==> config.mk <==
export PLATFORM = sky130hd
export DESIGN_NAME = string_to_integer_base_parser
export DESIGN_NICKNAME = d
export VERILOG_FILES = /design/src/hdl/stip_pkg.sv /design/src/hdl/string_to_integer_base_parser.sv /design/src/hdl/stip_front.sv /design/src/hdl/stip_fifo.sv /design/src/hdl/stip_back.sv
export SDC_FILE = /design/constraint.sdc
export NUM_CORES = 1
export LEC_CHECK = 0
export ABC_AREA = 1
export ABC_CLOCK_PERIOD_IN_PS = 4200
export BUFFER_PORTS_ARGS = -buffer_cell sky130_fd_sc_hd__buf_2
export CORE_ASPECT_RATIO = 1.25
export CORE_MARGIN = 3
export CORE_UTILIZATION = 60
export DETAILED_ROUTE_END_ITERATION = 10
export PLACE_DENSITY = 0.79
export SYNTH_ARGS = -nofsm -noshare
export SYNTH_HDL_FRONTEND = slang
export SYNTH_SLANG_ARGS = --single-unit
export TNS_END_PERCENT = 30
==> constraint.sdc <==
create_clock -name aclk -period 4.2 [get_ports aclk]
set_input_delay 0.21 -clock aclk [delete_from_list [all_inputs] [get_ports aclk]]
set_output_delay 0.21 -clock aclk [all_outputs]
set_load 0.005 [all_outputs]
==> src/hdl/stip_pkg.sv <==
// ----------------------------------------------------------------------------
// stip_pkg
// Shared types, constants and helpers of the string-to-integer parser.
// ----------------------------------------------------------------------------
package stip_pkg;

    localparam int BASE_W  = 5;
    localparam int CHAR_W  = 8;
    localparam int VALUE_W = 32;
    localparam int DIGIT_W = 4;

    // Default depth of the queue between the classifier and the accumulator
    localparam int STIP_QUEUE_DEPTH = 2;

    // Supported radix values of the base register
    localparam logic [BASE_W-1:0] BASE_2     = 5'd2;
    localparam logic [BASE_W-1:0] BASE_8     = 5'd8;
    localparam logic [BASE_W-1:0] BASE_10    = 5'd10;
    localparam logic [BASE_W-1:0] BASE_16    = 5'd16;
    localparam logic [BASE_W-1:0] BASE_RESET = BASE_10;

    // ASCII codes used by the classifier
    localparam logic [CHAR_W-1:0] CHAR_ZERO    = 8'd48;  // '0'
    localparam logic [CHAR_W-1:0] CHAR_NINE    = 8'd57;  // '9'
    localparam logic [CHAR_W-1:0] CHAR_UPPER_A = 8'd65;  // 'A'
    localparam logic [CHAR_W-1:0] CHAR_UPPER_F = 8'd70;  // 'F'
    localparam logic [CHAR_W-1:0] CHAR_LOWER_A = 8'd97;  // 'a'
    localparam logic [CHAR_W-1:0] CHAR_LOWER_F = 8'd102; // 'f'
    localparam logic [CHAR_W-1:0] CHAR_SEVEN   = 8'd55;  // '7', offset of 'A'..'F'
    localparam logic [CHAR_W-1:0] CHAR_UPPER_W = 8'd87;  // 'W', offset of 'a'..'f'
    localparam logic [CHAR_W-1:0] CHAR_LOWER_X = 8'd120; // 'x'
    localparam logic [CHAR_W-1:0] CHAR_UPPER_X = 8'd88;  // 'X'

    // Radix of a queued digit
    typedef enum logic [1:0] {
        RADIX_2  = 2'd0,
        RADIX_8  = 2'd1,
        RADIX_10 = 2'd2,
        RADIX_16 = 2'd3
    } radix_t;

    // What the accumulator does with a queued request
    typedef enum logic [1:0] {
        KIND_DIGIT = 2'd0,
        KIND_ERROR = 2'd1,
        KIND_END   = 2'd2
    } kind_t;

    typedef struct packed {
        kind_t               kind;
        radix_t              radix;
        logic [DIGIT_W-1:0]  digit;
    } queue_entry_t;

    typedef struct packed {
        logic               valid;
        logic [DIGIT_W-1:0] value;
    } hex_digit_t;

    // Decode one ASCII character as a hex digit
    function automatic hex_digit_t hex_digit(input logic [CHAR_W-1:0] c);
        hex_digit_t         res;
        logic [CHAR_W-1:0]  diff;
        res  = '0;
        diff = '0;
        if (c inside {[CHAR_ZERO:CHAR_NINE]}) begin
            diff      = c - CHAR_ZERO;
            res.valid = 1'b1;
        end else if (c inside {[CHAR_UPPER_A:CHAR_UPPER_F]}) begin
            diff      = c - CHAR_SEVEN;
            res.valid = 1'b1;
        end else if (c inside {[CHAR_LOWER_A:CHAR_LOWER_F]}) begin
            diff      = c - CHAR_UPPER_W;
            res.valid = 1'b1;
        end
        res.value = diff[DIGIT_W-1:0];
        return res;
    endfunction

endpackage

==> src/hdl/string_to_integer_base_parser.sv <==
// ----------------------------------------------------------------------------
// string_to_integer_base_parser
// Parses an ASCII digit string in radix 2, 8, 10 or 16 into a 32-bit value.
// ----------------------------------------------------------------------------
// Usage:
//   Input channel (s_valid/s_ready) carries one character per request, or a
//   terminator when s_end_of_string is high. Output channel (m_valid/m_ready)
//   carries one m_value per terminator: the parsed value modulo 2^32, or 0 if
//   any character was not a digit of the radix or the radix is unsupported.
//   cfg_we/cfg_wdata write the radix register (reset value 10); write it only
//   while no request is in flight.
// Timing:
//   One request per cycle while the queue has room. A terminator is written
//   into the classifier queue when it is accepted; the accumulator then loads
//   the result register once a result slot is free.
// Reset and stall:
//   aresetn (synchronous, active low) clears the accumulator, error flag,
//   position and queue and sets the radix to 10. When the receiver stalls,
//   characters keep flowing into the accumulator; a terminator waits in the
//   queue and s_ready drops once the queue fills.
// ----------------------------------------------------------------------------
module string_to_integer_base_parser
    import stip_pkg::*;
#(
    parameter int QUEUE_DEPTH = STIP_QUEUE_DEPTH
) (
    input  logic                      aclk,
    input  logic                      aresetn,
    input  logic                      cfg_we,
    input  logic [BASE_W-1:0]         cfg_wdata,
    input  logic                      s_valid,
    output logic                      s_ready,
    input  logic [CHAR_W-1:0]         s_character,
    input  logic                      s_end_of_string,
    output logic                      m_valid,
    input  logic                      m_ready,
    output logic signed [VALUE_W-1:0] m_value
);

    localparam int ENTRY_W = $bits(queue_entry_t);

    logic         q_wr_en;
    queue_entry_t q_wr_entry;
    logic         q_full;
    logic         q_valid;
    logic         q_rd_en;
    queue_entry_t q_rd_entry;

    // Classify incoming requests
    stip_front u_front (
        .aclk            (aclk),
        .aresetn         (aresetn),
        .cfg_we          (cfg_we),
        .cfg_wdata       (cfg_wdata),
        .s_valid         (s_valid),
        .s_ready         (s_ready),
        .s_character     (s_character),
        .s_end_of_string (s_end_of_string),
        .q_wr_en         (q_wr_en),
        .q_wr_entry      (q_wr_entry),
        .q_full          (q_full)
    );

    // Decouple classifier and accumulator
    stip_fifo #(
        .WIDTH (ENTRY_W),
        .DEPTH (QUEUE_DEPTH)
    ) u_fifo (
        .aclk     (aclk),
        .aresetn  (aresetn),
        .wr_en    (q_wr_en),
        .wr_data  (q_wr_entry),
        .full     (q_full),
        .rd_valid (q_valid),
        .rd_en    (q_rd_en),
        .rd_data  (q_rd_entry)
    );

    // Accumulate and emit results
    stip_back u_back (
        .aclk    (aclk),
        .aresetn (aresetn),
        .q_valid (q_valid),
        .q_rd_en (q_rd_en),
        .q_entry (q_rd_entry),
        .m_valid (m_valid),
        .m_ready (m_ready),
        .m_value (m_value)
    );

endmodule

==> src/hdl/stip_front.sv <==
// ----------------------------------------------------------------------------
// stip_front
// Accepts characters, tracks the position and the radix register, and turns
// each request but a prefix character into a digit, error or terminator entry.
// ----------------------------------------------------------------------------
module stip_front
    import stip_pkg::*;
(
    input  logic                aclk,
    input  logic                aresetn,
    input  logic                cfg_we,
    input  logic [BASE_W-1:0]   cfg_wdata,
    input  logic                s_valid,
    output logic                s_ready,
    input  logic [CHAR_W-1:0]   s_character,
    input  logic                s_end_of_string,
    output logic                q_wr_en,
    output queue_entry_t        q_wr_entry,
    input  logic                q_full
);

    logic [BASE_W-1:0] number_base_reg;
    logic [1:0]        position_reg;
    logic [1:0]        position_next;
    logic              accept;
    logic              skip;
    logic              supported;
    radix_t            radix;
    hex_digit_t        dig;
    queue_entry_t      entry;

    assign s_ready = !q_full;
    assign accept  = s_valid && s_ready;

    // Map the base register onto a radix code
    always_comb begin
        supported = 1'b1;
        radix     = RADIX_10;
        case (number_base_reg)
            BASE_2:  radix = RADIX_2;
            BASE_8:  radix = RADIX_8;
            BASE_10: radix = RADIX_10;
            BASE_16: radix = RADIX_16;
            default: supported = 1'b0;
        endcase
    end

    // Classify the character
    always_comb begin
        dig  = hex_digit(s_character);
        skip = 1'b0;
        if (number_base_reg == BASE_8 && position_reg == 2'd0 &&
            s_character == CHAR_ZERO) begin
            skip = 1'b1;
        end
        if (number_base_reg == BASE_16 &&
            ((position_reg == 2'd0 && s_character == CHAR_ZERO) ||
             (position_reg == 2'd1 && (s_character == CHAR_LOWER_X ||
                                       s_character == CHAR_UPPER_X)))) begin
            skip = 1'b1;
        end

        entry.radix = radix;
        entry.digit = dig.value;
        if (s_end_of_string) begin
            entry.kind = KIND_END;
        end else if (!supported || !dig.valid ||
                     {1'b0, dig.value} >= number_base_reg) begin
            entry.kind = KIND_ERROR;
        end else begin
            entry.kind = KIND_DIGIT;
        end
    end

    // Drop prefix characters, queue everything else
    assign q_wr_en    = accept && (s_end_of_string || !skip);
    assign q_wr_entry = entry;

    // Advance the position, saturating at two; clear it on a terminator
    always_comb begin
        position_next = position_reg;
        if (accept) begin
            if (s_end_of_string) begin
                position_next = 2'd0;
            end else if (position_reg != 2'd2) begin
                position_next = position_reg + 2'd1;
            end
        end
    end

    always_ff @(posedge aclk) begin
        if (!aresetn) begin
            number_base_reg <= BASE_RESET;
            position_reg    <= 2'd0;
        end else begin
            position_reg <= position_next;
            if (cfg_we) begin
                number_base_reg <= cfg_wdata;
            end
        end
    end

endmodule

==> src/hdl/stip_fifo.sv <==
// ----------------------------------------------------------------------------
// stip_fifo
// Small register queue between the classifier and the accumulator.
// ----------------------------------------------------------------------------
module stip_fifo #(
    parameter int WIDTH = 8,
    parameter int DEPTH = 2
) (
    input  logic             aclk,
    input  logic             aresetn,
    input  logic             wr_en,
    input  logic [WIDTH-1:0] wr_data,
    output logic             full,
    output logic             rd_valid,
    input  logic             rd_en,
    output logic [WIDTH-1:0] rd_data
);

    localparam int PTR_W = $clog2(DEPTH);
    localparam int CNT_W = $clog2(DEPTH + 1);
    localparam logic [PTR_W-1:0] PTR_LAST  = PTR_W'(DEPTH - 1);
    localparam logic [CNT_W-1:0] CNT_DEPTH = CNT_W'(DEPTH);

    logic [WIDTH-1:0] mem_reg [DEPTH];
    logic [PTR_W-1:0] wr_ptr_reg;
    logic [PTR_W-1:0] wr_ptr_next;
    logic [PTR_W-1:0] rd_ptr_reg;
    logic [PTR_W-1:0] rd_ptr_next;
    logic [CNT_W-1:0] count_reg;
    logic [CNT_W-1:0] count_next;
    logic             do_wr;
    logic             do_rd;

    assign full     = (count_reg == CNT_DEPTH);
    assign rd_valid = (count_reg != '0);
    assign rd_data  = mem_reg[rd_ptr_reg];
    assign do_wr    = wr_en && !full;
    assign do_rd    = rd_en && rd_valid;

    // Advance pointers and occupancy
    always_comb begin
        wr_ptr_next = wr_ptr_reg;
        rd_ptr_next = rd_ptr_reg;
        count_next  = count_reg;
        if (do_wr) begin
            wr_ptr_next = (wr_ptr_reg == PTR_LAST) ? '0 : wr_ptr_reg + 1'b1;
        end
        if (do_rd) begin
            rd_ptr_next = (rd_ptr_reg == PTR_LAST) ? '0 : rd_ptr_reg + 1'b1;
        end
        if (do_wr && !do_rd) begin
            count_next = count_reg + 1'b1;
        end else if (do_rd && !do_wr) begin
            count_next = count_reg - 1'b1;
        end
    end

    always_ff @(posedge aclk) begin
        if (!aresetn) begin
            wr_ptr_reg <= '0;
            rd_ptr_reg <= '0;
            count_reg  <= '0;
        end else begin
            wr_ptr_reg <= wr_ptr_next;
            rd_ptr_reg <= rd_ptr_next;
            count_reg  <= count_next;
        end
    end

    // Store the written entry
    always_ff @(posedge aclk) begin
        if (do_wr) begin
            mem_reg[wr_ptr_reg] <= wr_data;
        end
    end

    // Occupancy never exceeds the depth
    a_count_bound: assert property (@(posedge aclk) disable iff (!aresetn)
        count_reg <= CNT_DEPTH)
        else $error("queue occupancy above depth");

    // A write without a read grows the occupancy by one
    a_count_up: assert property (@(posedge aclk) disable iff (!aresetn)
        (do_wr && !do_rd) |=> count_reg == $past(count_reg) + 1'b1)
        else $error("queue count did not grow on write");

    // A read without a write shrinks the occupancy by one
    a_count_down: assert property (@(posedge aclk) disable iff (!aresetn)
        (do_rd && !do_wr) |=> count_reg == $past(count_reg) - 1'b1)
        else $error("queue count did not shrink on read");

endmodule

==> src/hdl/stip_back.sv <==
// ----------------------------------------------------------------------------
// stip_back
// Accumulates queued digits, records errors and drives the result register.
// ----------------------------------------------------------------------------
module stip_back
    import stip_pkg::*;
(
    input  logic                      aclk,
    input  logic                      aresetn,
    input  logic                      q_valid,
    output logic                      q_rd_en,
    input  queue_entry_t              q_entry,
    output logic                      m_valid,
    input  logic                      m_ready,
    output logic signed [VALUE_W-1:0] m_value
);

    logic [VALUE_W-1:0]        acc_reg;
    logic [VALUE_W-1:0]        acc_next;
    logic [VALUE_W-1:0]        acc_scaled;
    logic                      err_reg;
    logic                      err_next;
    logic                      m_valid_reg;
    logic                      m_valid_next;
    logic signed [VALUE_W-1:0] m_value_reg;
    logic signed [VALUE_W-1:0] m_value_next;
    logic                      slot_free;
    logic                      take;
    logic                      take_end;

    // A terminator waits for a free result slot, other requests never stall
    assign slot_free = !m_valid_reg || m_ready;
    assign q_rd_en   = q_valid && (q_entry.kind != KIND_END || slot_free);
    assign take      = q_rd_en;
    assign take_end  = take && q_entry.kind == KIND_END;

    // Scale the accumulator by the radix
    always_comb begin
        case (q_entry.radix)
            RADIX_2:  acc_scaled = acc_reg << 1;
            RADIX_8:  acc_scaled = acc_reg << 3;
            RADIX_10: acc_scaled = (acc_reg << 3) + (acc_reg << 1);
            RADIX_16: acc_scaled = acc_reg << 4;
            default:  acc_scaled = acc_reg << 4;
        endcase
    end

    // Apply the request
    always_comb begin
        acc_next     = acc_reg;
        err_next     = err_reg;
        m_value_next = m_value_reg;
        m_valid_next = m_valid_reg && !m_ready;
        if (take) begin
            case (q_entry.kind)
                KIND_DIGIT: begin
                    acc_next = acc_scaled + VALUE_W'(q_entry.digit);
                end
                KIND_ERROR: begin
                    err_next = 1'b1;
                end
                KIND_END: begin
                    m_value_next = err_reg ? '0 : $signed(acc_reg);
                    m_valid_next = 1'b1;
                    acc_next     = '0;
                    err_next     = 1'b0;
                end
                default: begin
                    err_next = err_reg;
                end
            endcase
        end
    end

    always_ff @(posedge aclk) begin
        if (!aresetn) begin
            acc_reg     <= '0;
            err_reg     <= 1'b0;
            m_valid_reg <= 1'b0;
        end else begin
            acc_reg     <= acc_next;
            err_reg     <= err_next;
            m_valid_reg <= m_valid_next;
        end
    end

    // Hold the result payload
    always_ff @(posedge aclk) begin
        m_value_reg <= m_value_next;
    end

    assign m_valid = m_valid_reg;
    assign m_value = m_value_reg;

    // A taken terminator always shows a result next cycle
    a_end_emits: assert property (@(posedge aclk) disable iff (!aresetn)
        take_end |=> m_valid_reg)
        else $error("terminator taken without a result");

    // A taken terminator clears the running state
    a_end_clears: assert property (@(posedge aclk) disable iff (!aresetn)
        take_end |=> (acc_reg == '0 && !err_reg))
        else $error("state not cleared after terminator");

    // An error string reports zero
    a_err_zero: assert property (@(posedge aclk) disable iff (!aresetn)
        (take_end && err_reg) |=> m_value_reg == '0)
        else $error("error string gave a nonzero value");

endmodule

==> metrics.txt <==
clock skew=0.0106 ns; Critical Path End Type=flip-flop; Switch Pwr=2.08 mW; Pre-antenna DRT Iters=6; area grow syn2layout=8.37%; die extent in y=134 um; Clk pwr share=19.2%; die width=108 um; Setup CP Type=flip-flop to flip-flop; slew margin rel.=51.3%; CP Max Fanout=26; routability congestion estimate=0.987; warnings from Yosys=0; Initial Util=a little over 60%; setup TNS=0 ns; post-CTS sizing=0; number of global-route vias before repair=7547; clk buf depth=2; number of max-cap violations=0; Via Count=7913; Synth Net Count=1272; fmax=272 MHz; H-tree levels=3; number of synthesized flops with an enable pin=between 40 and 50; top cells by instance count after synthesis=345 x nand2_1, 191 x inv_1, 131 x nor2_1, 81 x nand3_1, 74 x a21oi_1; leakage power=4.22 nW; total global-route track usage=31.2%; Mapped Avg Cell Area=6.50 um^2; clk_lat worst skew=0.35 ns; total grt overflow=0; final WL=21.9 mm; I/O Pins=53; CTS Buf Count=9; vias per inst=5.56; Pwr Density=slightly above 500 nW/um^2; clock-pin slew on the worst setup and hold paths=0.07 ns; outcome=completed; CORE AREA=12700 um^2; postcts setup bufs=0; share of cells above drive strength 1=10.9%; fin crit period=about 3.7 ns; final net count=1315; crit path launch type=flip-flop; DP Area=8200 um^2; internal power=2.32 mW; sequential fraction of the synthesis area=30.1%; antenna viol nets, final=0; DP Wirelength=approximately 17 mm; number of port buffers=between 50 and 60; pin count of the biggest net entering global routing=34; Final Hold Fails=0; async set-reset flop share out of synthesis=0%; WL per Instance=15.4 um; Final Setup Violations=0; Flop pwr share=30.6%; CP required=4.48 ns; CTS tree=built; combinational share of power=between 50% and 60%; cell accounting for the most synthesized area=edfxtp_1; period utilisation layout=87.6%; DRC viols=0; cts hold-fix bufs=0; Slew Limit Fails=0; min-delay worst type=input port to flip-flop; Peak supply drop=0.000300 V; initial antenna violation count=0; clk sinks=94; CTS Root Cell=clkbuf_16; top cells by area, synth=edfxtp_1 18%, nand2_1 17%, dfxtp_1 12%, inv_1 9.1%, ha_1 7.2%; Ant. Diodes=0; RSZ-0062 raised after global routing=no; CP Data Arrival Time=3.96 ns; Mapped Area=slightly below 8000 um^2; Yosys cell types=around 50; Yosys reg bits=94; first-pass GRT wire length=36.0 mm; drt initial violations=639; final std cell area, no fill=8500 um^2; row count=46; most frequent cell after synthesis=nand2_1; Yosys top cell area share=18.4%; Sw Ratio=47.3%; Cells after Synth=1206; Least-Margin Pin Slew=0.730 ns; Primary FF master, synth=edfxtp_1; die area=between 10000 and 15000 um^2
power groups by stage:
stage / combinational, mW / sequential, mW / clock [mW]
finish: 2.21 / 1.35 / 0.848
global route: 2.49 / 1.37 / 0.889
CTS: 2.20 / 1.34 / 0.854
detailed placement: 2.17 / 1.36 / 0
global placement: 2.13 / 1.36 / 0
floorplan: 1.69 / 1.30 / 0
cell usage in the layout (no fill, tap or decap), types with 8 or more instances in the layout:
cell type,n
nand3b_1,15
o21ai_0,68
nand4_1,11
nor2_2,8
buf_2,52
nand2_1,345
o21ai_1,14
inv_1,191
dfxtp_1,46
buf_4,8
ha_1,45
nor3_1,14
nand3_2,8
clkbuf_16,9
a21oi_1,74
nand2_2,14
edfxtp_1,48
nor2_1,131
nand3_1,81
cell type report:
cell class / count / area [um^2]
Multi-Input combinational cell: 886 / 4560
Clock buffer: 10 / 229
Clock inverter: 6 / 75.1
Sequential cell: 94 / 2360
Inverter: 198 / 743
Tap cell: 168 / 210
Fill cell: 1201 / 4220
Timing Repair Buffer: 60 / 320
critical path, stage by stage, from the launching register on:
cell and delay, ns:
dfxtp_1 0.64, nand2_1 0.16, nand2_2 0.43, nor2_2 0.12, inv_2 0.29, o221ai_1 0.16, ha_1 0.29, inv_1 0.05
nor2_1 0.15, or2_2 0.16, nand3_2 0.10, nor2_2 0.11, nand2_2 0.08, nor2_4 0.13, nand2_4 0.10, nor2_8 0.11
nand2_4 0.09, nor2_4 0.14, nand2_1 0.07, nand2_1 0.05, nand3_1 0.06, a21oi_1 0.12
kinds of logic after synthesis:
kind of cell | after synthesis | share of synthesized area, %
flops | 94 | 30.1
xor+xnor | 6 | 0.670
mux | 1 | 0.128
buf+inv | 226 | 11.7
compound gates | 185 | 13.0
simple gates | 647 | 36.7
fa+ha+maj | 47 | 7.69
path summary, 6_finish.rpt:
kind                                   from                                      end  slack, ns  cells after the start
max                               flip-flop          u_back.acc_reg[31]$_SDFFE_PN0P_       0.52                     21
min                            cfg_wdata[3]  u_front.number_base_reg[3]$_SDFFE_PN1P_       0.09                      3
max reg2reg                       flip-flop          u_back.acc_reg[31]$_SDFFE_PN0P_       0.52                     21
min reg2reg  u_fifo.rd_ptr_reg$_SDFFE_PN0P_           u_fifo.rd_ptr_reg$_SDFFE_PN0P_       0.46                      1
routing by layer:
layer  global-route usage (%)  vias up  wire length (um)
met5                        0        -                 0
met4                     16.4        0              1080
met3                     4.77       83              1450
met2                     56.1      272             11200
met1                     35.0     3587              8240
li1                         -     3971                 -
metrics by stage:
step | utilization (%) | power [mW] | hold WS [ns] | instances | setup WS, ns
floorplan | - | 3.00 | 0.309 | 1206 | 1.32
finish | 66.8 | 4.40 | 0.0875 | 1422 | 0.520
global placement | 64.5 | 3.49 | 0.422 | 1406 | 0.789
global route | 66.8 | 4.74 | 0.104 | 1422 | 0.156
detailed placement | 64.5 | 3.53 | 0.436 | 1406 | 0.632
CTS | 66.8 | 4.39 | 0.0803 | 1422 | 0.560
(Power assumes the default switching activity.)
